==> src/rtl/tpq_pkg.sv <==
// ----------------------------------------------------------------------------
// tpq_pkg
// Shared types and constants of the two-class priority request queue.
// ----------------------------------------------------------------------------
package tpq_pkg;

    localparam int QUEUE_DEPTH_DEF = 128;
    localparam int ID_W            = 16;
    localparam int TAG_W           = 32;

    localparam logic [ID_W-1:0] ID_FIRST = 16'd1;

    localparam logic KIND_SUBMIT = 1'b0;
    localparam logic KIND_SERVE  = 1'b1;

    typedef enum logic [1:0] {
        ST_ACCEPTED = 2'd0,
        ST_DROPPED  = 2'd1,
        ST_SERVED   = 2'd2,
        ST_EMPTY    = 2'd3
    } status_t;

    typedef struct packed {
        logic [ID_W-1:0]  id;
        logic [TAG_W-1:0] tag;
    } entry_t;

    typedef struct packed {
        logic             kind;
        logic             high;
        logic [ID_W-1:0]  id;
        logic [TAG_W-1:0] tag;
    } cmd_t;

endpackage

==> src/rtl/tpq_req_if.sv <==
// ----------------------------------------------------------------------------
// tpq_req_if
// Request channel: submit or serve, with class and payload tag.
// ----------------------------------------------------------------------------
interface tpq_req_if import tpq_pkg::*; ();
    logic             valid;
    logic             ready;
    logic             kind;
    logic             high_priority;
    logic [TAG_W-1:0] issue_tag;

    modport source (output valid, output kind, output high_priority, output issue_tag,
                    input ready);
    modport sink   (input valid, input kind, input high_priority, input issue_tag,
                    output ready);
endinterface

==> src/rtl/tpq_front.sv <==
// ----------------------------------------------------------------------------
// tpq_front
// Accepts requests, numbers submits and buffers them in a two-entry queue.
// ----------------------------------------------------------------------------
module tpq_front import tpq_pkg::*; (
    input  logic       clk,
    input  logic       rst_n,
    tpq_req_if.sink    req,
    output logic       cmd_valid,
    input  logic       cmd_ready,
    output cmd_t       cmd
);

    cmd_t            q_reg [2];
    logic            wr_ptr_reg;
    logic            rd_ptr_reg;
    logic [1:0]      cnt_reg;
    logic [ID_W-1:0] id_reg;
    logic            push;
    logic            pop;

    assign req.ready = (cnt_reg != 2'd2);
    assign push      = req.valid && req.ready;
    assign cmd_valid = (cnt_reg != 2'd0);
    assign pop       = cmd_valid && cmd_ready;
    assign cmd       = q_reg[rd_ptr_reg];

    always_ff @(posedge clk)
    begin
        if (push)
        begin
            q_reg[wr_ptr_reg].kind <= req.kind;
            q_reg[wr_ptr_reg].high <= req.high_priority;
            q_reg[wr_ptr_reg].id   <= (req.kind == KIND_SUBMIT) ? id_reg : '0;
            q_reg[wr_ptr_reg].tag  <= req.issue_tag;
        end
    end

    always_ff @(posedge clk or negedge rst_n)
    begin
        if (!rst_n)
        begin
            wr_ptr_reg <= 1'b0;
            rd_ptr_reg <= 1'b0;
            cnt_reg    <= 2'd0;
            id_reg     <= ID_FIRST;
        end
        else
        begin
            if (push)
            begin
                wr_ptr_reg <= ~wr_ptr_reg;
                if (req.kind == KIND_SUBMIT)
                begin
                    id_reg <= id_reg + 1'b1;
                end
            end
            if (pop)
            begin
                rd_ptr_reg <= ~rd_ptr_reg;
            end
            if (push && !pop)
            begin
                cnt_reg <= cnt_reg + 2'd1;
            end
            else if (pop && !push)
            begin
                cnt_reg <= cnt_reg - 2'd1;
            end
        end
    end

endmodule

==> src/flat_wrapper.sv <==
// flat-port wrapper written by rule: the top's interface ports become plain ports
module tpq_front_flat import tpq_pkg::*;
  (clk, rst_n, cmd_valid, cmd_ready, cmd, req_valid, req_kind, req_high_priority, req_issue_tag, req_ready);
  tpq_req_if req_i ();
  input  logic clk;
  input  logic rst_n;
  output logic cmd_valid;
  input  logic cmd_ready;
  output cmd_t cmd;
  input wire logic [$bits(req_i.valid)-1:0] req_valid;
  input wire logic [$bits(req_i.kind)-1:0] req_kind;
  input wire logic [$bits(req_i.high_priority)-1:0] req_high_priority;
  input wire logic [$bits(req_i.issue_tag)-1:0] req_issue_tag;
  output wire logic [$bits(req_i.ready)-1:0] req_ready;
  assign req_i.valid = req_valid;
  assign req_i.kind = req_kind;
  assign req_i.high_priority = req_high_priority;
  assign req_i.issue_tag = req_issue_tag;
  assign req_ready = req_i.ready;
  tpq_front u_core (.clk(clk), .rst_n(rst_n), .req(req_i), .cmd_valid(cmd_valid), .cmd_ready(cmd_ready), .cmd(cmd));
endmodule
==> config.mk <==
export PLATFORM = sky130hd
export DESIGN_NAME = tpq_front_flat
export DESIGN_NICKNAME = d
export VERILOG_FILES = /design/src/rtl/tpq_pkg.sv /design/src/rtl/tpq_req_if.sv /design/src/rtl/tpq_front.sv /design/src/flat_wrapper.sv
export SDC_FILE = /design/constraint.sdc
export NUM_CORES = 1
export LEC_CHECK = 0
export BUFFER_PORTS_ARGS = -buffer_cell sky130_fd_sc_hd__buf_2
export CORE_UTILIZATION = 59
export DETAILED_ROUTE_END_ITERATION = 8
export PLACE_DENSITY = 0.8
export SETUP_SLACK_MARGIN = 0.02
export SYNTH_ARGS = -nofsm -noshare
export SYNTH_HDL_FRONTEND = slang
export SYNTH_SLANG_ARGS = --single-unit
export TNS_END_PERCENT = 10
==> constraint.sdc <==
create_clock -name clk -period 8.83 [get_ports clk]
set_clock_uncertainty 0.1 [all_clocks]
set_input_delay 0 -clock clk [delete_from_list [all_inputs] [get_ports clk]]
set_output_delay 0 -clock clk [all_outputs]
set_load 0.005 [all_outputs]
==> reports/qor.yml, run 1 <==
outcome: "finished, final reports clean"
grt_pass1_vias: 2808
slew_headroom_pct: 23.4
dp_hpwl_um: 4660
clk_latency_ps: 510
drive_gt1_share_pct: 46.0
setup-tns-final_ps: 0
rows: 32
synth_edf_count: 100
antenna_found_initial: 0
syn_nets: 290
final-max-slew-violation-count: 0
arrival_ps: 2230
min_path_type: "input pin to register"
final.min_clock_period_ps: 2330
postSynthCellCount: 250
hold_viol_final: 0
cts_made_buffers: 17
ys_ff_latch: 120
power_mw: 1.98
die_h_um: 90.8
routedWlPerCell_um: 17.9
syn_to_final_growth_pct: 33.0
die_x_um: 90.8
tightest_slew_ps: 1150
routabilityCongestion: 0.706
hold_slack_ps: 109
setup.worst_path.class: "register to output pin"
cpPeakStageDelay_ps: 1130
fp.coreArea_um2: 7690
final_area_um2: 6190
ios: 90
drc: 0
cp_max_fo: 51
post_synth_num_cell_types: 27
grt-ovfl-total: 0
start_util_pct: 60.6
clockBufferDepth: 2
synthArstFlopShare_pct: 16.7
cp_num_buf_inv: 1
netlist_area_um2: 4660
yosysTopAreaCellShare_pct: 64.5
seq_area_frac_synth_pct: 75.3
drtIter0Drc: 128
yosysMostFrequentCell: "edfxtp_1"
finalSetupViolCount: 0
vias: 2676
antenna_left: 0
powerDensity_nw_per_um2: 320
maxCapViolCount: 0
synth.area.top_cells: "edfxtp_1 (64%), mux2_2 (12%), dfrtp_1 (10%)"
cpMaxStageDelayCell: "dfrtp_2"
clkSinkCount: 120
peakVddDrop_mv: 0.223
largest_register_ffs: 100
critical_path_required_ps: 8730
p_leak_nw: 2.43
fmax_mhz: 429
dp_cells: 435
antenna_cells: 0
grt_pass1_wl_um: 14400
crit_path_cell_trace: "mux2_2, buf_2"
critPathLaunchType: "register"
cts_tree: "built"
vias_per_cell: 5.29
end_kind: "output pin"
synth_top_area_cell: "edfxtp_1"
clkTransAtPathRegs_ps: 60
grt_usage_pct: 23.7
grt_setup_unrepaired: "false"
yosys-top-cells-count: "edfxtp_1 (100), mux2_2 (51), dfrtp_1 (19)"
dr.pass1.iters: 4
cts-root-buf: "clkbuf_8"
cts.htree.levels: 4
ys.flop_type: "edfxtp_1"
cp_top_family: "flip-flops"
port_buffers: 89
fp.dieArea_um2: 8250
nets: 431
drt-total-wl_um: 9070
syn_avg_cell_area_um2: 18.6
instances_no_fill: 506
yosysWarnings: 0
ctsResizeCount: 0
fin_crit_sh_pct: 26.4
placed_area_um2: 5210
grt_max_degree: 52
==> metrics by stage <==
| step | utilization [%] | setup slack (ps) |
|---|---|---|
| 6_report | 80.6 | 6500 |
| 5_1_grt | 80.6 | 6370 |
| 4_1_cts | 80.6 | 6470 |
| 3_5_place_dp | 67.8 | 6930 |
| 3_3_place_gp | 67.8 | 6990 |
| 2_1_floorplan | - | 5500 |
==> layer usage <==
layer	track usage (%)	part of all wire, %	vias to the layer above
met2	40.7	52	91
met3	5.98	4.1	19
met5	0	0	-
met4	9.26	1.8	0
met1	29.0	43	1344
li1	-	-	1222
==> layout make-up <==
cell class | instances | area (um^2)
sequential | 120 | 3510
timing repair buffer | 130 | 851
clock inverter | 15 | 175
inverter | 1 | 3.75
tap | 102 | 128
clock buffer | 17 | 414
fill | 418 | 1490
multi-input combinational | 121 | 1120
==> cells in the final DEF (no fill, tap or decap), types with 2 or more instances in the layout <==
| master | count |
|---|---|
| buf_2 | 89 |
| nand3_1 | 4 |
| nand4_1 | 2 |
| xnor2_1 | 12 |
| dfrtp_1 | 18 |
| clkinv_2 | 2 |
| nor2_1 | 4 |
| edfxtp_1 | 100 |
| and4_1 | 2 |
| clkbuf_16 | 16 |
| nand2_1 | 6 |
| buf_4 | 2 |
| and3_1 | 2 |
| xor2_1 | 8 |
| nor2b_1 | 16 |
| bufinv_16 | 3 |
| mux2_2 | 51 |
| dlygate4sd3_1 | 39 |
| inv_6 | 3 |
| nor3_2 | 2 |
| clkinvlp_4 | 6 |
| ha_1 | 2 |
==> repair_timing <==
| item | CTS | global route |
|---|---|---|
| hold buffers | 39 | 0 |
| hold endpoints to repair | 127 | 0 |
| buffers inserted | 0 | 0 |
==> path summary, 6_finish.rpt <==
path / startpoint / endpoint / slack [ps] / depth (start not counted)
worst max-delay path: u_core.rd_ptr_reg / cmd[10] / 6500 / 2
worst min-delay path: req_issue_tag[1] / u_core.q_reg[0][1] / 110 / 2
worst max register to register: u_core.cnt_reg[0] / u_core.q_reg[0][36] / 6920 / 4
worst min register to register: u_core.id_reg[15] / u_core.id_reg[15] / 370 / 1
max in group asynchronous: rst_n / u_core.rd_ptr_reg / 6830 / 4
min in group asynchronous: rst_n / u_core.id_reg[0] / 440 / 3
==> logic make-up after synthesis <==
family / share of synthesized area, %
multiplexers: 12.3
flip-flops: 75.3
adder cells (fa/ha/maj): 0.537
XOR/XNOR: 3.76
buffers and inverters: 0.941
AND/OR/NAND/NOR: 7.15
==> power by group <==
group,internal (mW),switching (mW),leakage [nW],total (mW)
sequential,0.769,0.0948,1.20,0.864
clock,0.429,0.253,0.271,0.682
combinational,0.239,0.198,0.958,0.438
total,1.44,0.546,2.43,1.98
Power figures use the tool's default switching activity.
==> inputs of run 2 (changes only) <==
- ABC_AREA: not set -> 1
- CORE_UTILIZATION: 59 -> 55
- PLACE_DENSITY: 0.8 -> 0.75
- clock period: 8.83 -> 2.3 ns (I/O delays scaled with it)
==> reports/qor.yml, run 2 <==
outcome: "finished, final reports clean"
peakVddDrop_mv: 0.859
rows: 33
yosysMostFrequentCell: "nand2_1"
cts_setup_buffers: 0
finalSetupViolCount: 0
drive_gt1_share_pct: 24.9
antenna_left: 0
routabilityCongestion: 0.797
cts_tree: "built"
grt-ovfl-total: 0
syn_nets: 458
final_common_cell: "nand2_1"
maxCapViolCount: 0
yosysWarnings: 0
clkSinkCount: 120
layout.cells.most_common_list: "nand2_1 (187), edfxtp_1 (100), buf_2 (89)"
tightest_slew_ps: 902
power_mw: 8.24
powerDensity_nw_per_um2: 1270
instances_no_fill: 675
arrival_ps: 2340
postSynthCellCount: 418
p_leak_nw: 2.89
drc: 0
critPathLaunchType: "input pin"
syn_to_final_growth_pct: 35.0
fin_crit_sh_pct: 86.5
dp_hpwl_um: 5620
hold_slack_ps: 117
largest_register_ffs: 100
ys_ff_latch: 120
cts-root-buf: "clkbuf_8"
routedWlPerCell_um: 15.0
final-max-slew-violation-count: 0
clk_latency_ps: 500
cp_max_fo: 19
drt-total-wl_um: 10100
synth.area.top_cells: "edfxtp_1 (63%), nand2_1 (15%), dfrtp_1 (9.9%)"
hold_viol_final: 0
grt_setup_unrepaired: "false"
grt_pass1_vias: 3280
antenna_found_initial: 0
ctsResizeCount: 0
synthArstFlopShare_pct: 16.7
yosysTopAreaCellShare_pct: 62.6
syn_avg_cell_area_um2: 11.5
synth_edf_count: 100
vias: 3373
yosys-top-cells-count: "nand2_1 (187), edfxtp_1 (100), inv_1 (26), nor2_1 (26), dfrtp_1 (19)"
die_x_um: 95.4
grt_max_degree: 51
critical_path_required_ps: 2650
fp.coreArea_um2: 8340
start_util_pct: 57.5
grt_usage_pct: 24.0
cts_made_buffers: 17
ys.flop_type: "edfxtp_1"
min_path_type: "input pin to register"
grt_pass1_wl_um: 15600
cts.htree.levels: 4
fp.dieArea_um2: 9100
clkTransAtPathRegs_ps: 60
netlist_area_um2: 4800
drtIter0Drc: 195
seq_area_frac_synth_pct: 73.0
antenna_cells: 0
die_h_um: 95.4
dr.pass1.iters: 6
nets: 597
clockBufferDepth: 2
ios: 90
end_kind: "asynchronous set/reset pin"
slew_headroom_pct: 39.7
synth_top_area_cell: "edfxtp_1"
dp_cells: 604
post_synth_num_cell_types: 28
setup.worst_path.class: "input pin to asynchronous set/reset pin"
final.min_clock_period_ps: 1990
port_buffers: 89
vias_per_cell: 5.00
fmax_mhz: 503
[run 2: layer usage]
| layer | track usage, % | vias up | part of all wire [%] |
|---|---|---|---|
| met2 | 41.0 | 122 | 53 |
| li1 | - | 1647 | - |
| met4 | 11.8 | 0 | 2.0 |
| met1 | 28.2 | 1585 | 39 |
| met5 | 0 | - | 0 |
| met3 | 6.06 | 19 | 5.2 |
[run 2: per-stage QoR]
step	cell area [um^2]	setup WS, ps	TNS (ps)	util [%]
floorplan	4800	-133	-12390	-
global placement	5430	601	0	65.1
detailed placement	5430	485	0	65.1
CTS	6480	269	0	77.7
global route	6480	36.1	0	77.7
finish	6480	311	0	77.7
[run 2: repair_timing]
action	4_1_cts	5_1_grt
endpoints found under the hold margin	139	0
hold buffers	39	0
endpoints found under the setup margin	0	0
[run 2: final cells by class]
type / instances / area, um^2
well taps: 105 / 131
flip-flops and latches: 120 / 3510
repair buffers: 133 / 923
clock inverters: 15 / 249
clock buffers: 17 / 414
multi-input cells: 255 / 1140
fillers: 522 / 1860
inverters: 30 / 114
[run 2: power breakdown]
group          internal, mW  switching, mW  leakage (nW)
logic                 0.822           1.35          1.40
registers              2.96          0.184          1.17
clock network          1.98          0.937         0.320
[run 2: logic make-up (layout without fill, tap and decap cells)]
kind of cell | after synthesis | count (layout) | share of synthesized area, %
compound gates | 3 | 3 | 0.313
xor+xnor | 11 | 11 | 2.01
fa+ha+maj | 2 | 2 | 0.521
buf+inv | 43 | 195 | 3.49
flops | 120 | 120 | 73.0
simple gates | 239 | 239 | 20.6
[run 2: worst max-delay path, stage by stage]
cell and delay, ps:
dlygate4sd3_1 520, dlygate4sd3_1 530, buf_2 130, dlygate4sd3_1 1150
[run 2: final timing paths]
| kind | from | endpoint | slack [ps] | cells after the start |
|---|---|---|---|---|
| max | rst_n | u_core.rd_ptr_reg | 310 | 4 |
| min | req_issue_tag[22] | u_core.q_reg[1][22] | 120 | 2 |
| max reg2reg | u_core.cnt_reg[0] | u_core.cnt_reg[1] | 500 | 8 |
| min reg2reg | u_core.cnt_reg[0] | u_core.cnt_reg[0] | 400 | 1 |
| max in group clk | u_core.rd_ptr_reg | cmd[38] | 440 | 5 |
| min in group asynchronous | rst_n | u_core.id_reg[0] | 420 | 3 |
==> inputs of run 3 (changes only) <==
- clock period: 2.3 -> 2.2 ns (I/O delays scaled with it)
==> reports/qor.yml, run 3 (synthesis gave the netlist of run 2 again) <==
hold_viol_final: 0
pwr-share-seq_pct: 38.9
clkPwrFrac_pct: 33.7
worst_path_most_repeated_cell: "nand2_1"
vias: 3442
top_layer: "met4"
drt-total-wl_um: 10700
cp_top_family: "buffers and inverters"
fp.dieArea_um2: 9100
cpPeakStageDelay_ps: 360
cts_tree: "built"
pre_cts_slack_ps: 460
drive_gt1_share_pct: 25.2
cpMaxStageDelayCell: "dfrtp_2"
slew_headroom_pct: 64.5
dr.pass1.iters: 4
clk_latency_ps: 510
hold_slack_ps: 110
antenna_left: 0
outcome: "finished, final reports clean"
cts_made_buffers: 17
tightest_slew_ps: 533
cp_num_buf_inv: 3
worstHoldEndpoint: "u_core.q_reg[1][22]"
nets: 598
critical_path_required_ps: 2100
drc: 0
grt_pass1_wl_um: 16600
grt_max_degree: 51
port_buffers: 89
wl_met3_um: 614
antenna_found_initial: 0
setup.worst_path.class: "register to output pin"
arrival_ps: 1870
ios: 90
finalSetupViolCount: 0
m1WireLength_um: 4160
clkSinkCount: 120
reg2reg_to: "u_core.q_reg[0][2]"
min_from: "req_issue_tag[22]"
final-max-slew-violation-count: 0
end_kind: "output pin"
min_path_type: "input pin to register"
clkTransAtPathRegs_ps: 60
critPathLaunchType: "register"
fmax_mhz: 508
routabilityCongestion: 0.843
fin_crit_sh_pct: 89.4
dp_hpwl_um: 5840
grt_setup_unrepaired: "false"
start_util_pct: 57.5
grt_usage_pct: 25.9
die_h_um: 95.4
vias_per_cell: 5.09
whs_path_depth: 2
cts.htree.levels: 4
cp_max_fo: 41
crit_path_cell_trace: "clkinv_1, buf_12, nand2_1, nand2_1, buf_2"
combPwrFrac_pct: 27.4
syn_to_final_growth_pct: 34.4
r2r_start: "u_core.cnt_reg[0]"
grt-ovfl-total: 0
final_common_cell: "nand2_1"
met2_length_um: 5680
cts-root-buf: "clkbuf_8"
largest_register_ffs: 100
cts_setup_buffers: 0
worst_slack_ps: 233
p_switching_mw: 2.67
power_mw: 8.50
p_int_mw: 5.83
peakVddDrop_mv: 0.854
grt_pass1_vias: 3562
rrSetupSlack_ps: 460
routedWlPerCell_um: 15.8
fp.coreArea_um2: 8340
powerDensity_nw_per_um2: 1320
clockBufferDepth: 2
die_x_um: 95.4
final.min_clock_period_ps: 1970
drtIter0Drc: 202
layout.cells.most_common_list: "nand2_1 (187), edfxtp_1 (100), buf_2 (89)"
p_leak_nw: 2.88
maxCapViolCount: 0
rows: 33
r2r_cells: 5
antenna_cells: 0
switching_share_pct: 31.4
run 3: power groups by stage:
stage               clock [mW]  combinational [mW]  sequential (mW)
floorplan                    0                1.23             3.29
global placement             0                2.18             3.30
detailed placement           0                2.22             3.32
CTS                       2.88                2.32             3.29
global route              3.00                2.60             3.34
finish                    2.86                2.33             3.30
run 3: repair_timing:
action                                 CTS  global route
setup endpoints to repair                0             1
endpoints found under the hold margin  146             0
resized for setup                        0             0
hold buffers                            39             0
run 3: stage by stage:
step / cells / area (um^2) / TNS, ps / utilization (%)
6_report: 676 / 6450 / 0 / 77.3
5_1_grt: 676 / 6450 / 0 / 77.3
4_1_cts: 677 / 6460 / 0 / 77.5
3_5_place_dp: 606 / 5450 / 0 / 65.4
3_3_place_gp: 606 / 5450 / 0 / 65.4
2_1_floorplan: 418 / 4800 / -22490 / -
run 3: final cells by class:
type	instances	area (um^2)
Tap cell	105	131
Clock buffer	18	418
Sequential cell	120	3510
Fill cell	500	1890
Inverter	30	114
Multi-Input combinational cell	255	1140
Timing Repair Buffer	134	941
Clock inverter	14	198
run 3: worst max-delay path by stage:
stage / depth (start not counted) / start / slack [ps] / end
floorplan: 4 / u_core.cnt_reg[0] / -230 / u_core.q_reg[1][0]
global placement: 8 / u_core.cnt_reg[0] / 500 / u_core.cnt_reg[1]
detailed placement: 8 / u_core.cnt_reg[0] / 460 / u_core.cnt_reg[1]
CTS: 4 / rst_n / 120 / u_core.rd_ptr_reg
global route: 5 / u_core.rd_ptr_reg / 100 / cmd[43]
finish: 5 / u_core.rd_ptr_reg / 230 / cmd[3]
run 3: per-layer routing:
metal | GRT usage [%] | vias up
met4 | 12.4 | 0
met1 | 28.2 | 1636
met3 | 8.13 | 16
li1 | - | 1647
met2 | 45.7 | 143
met5 | 0 | -
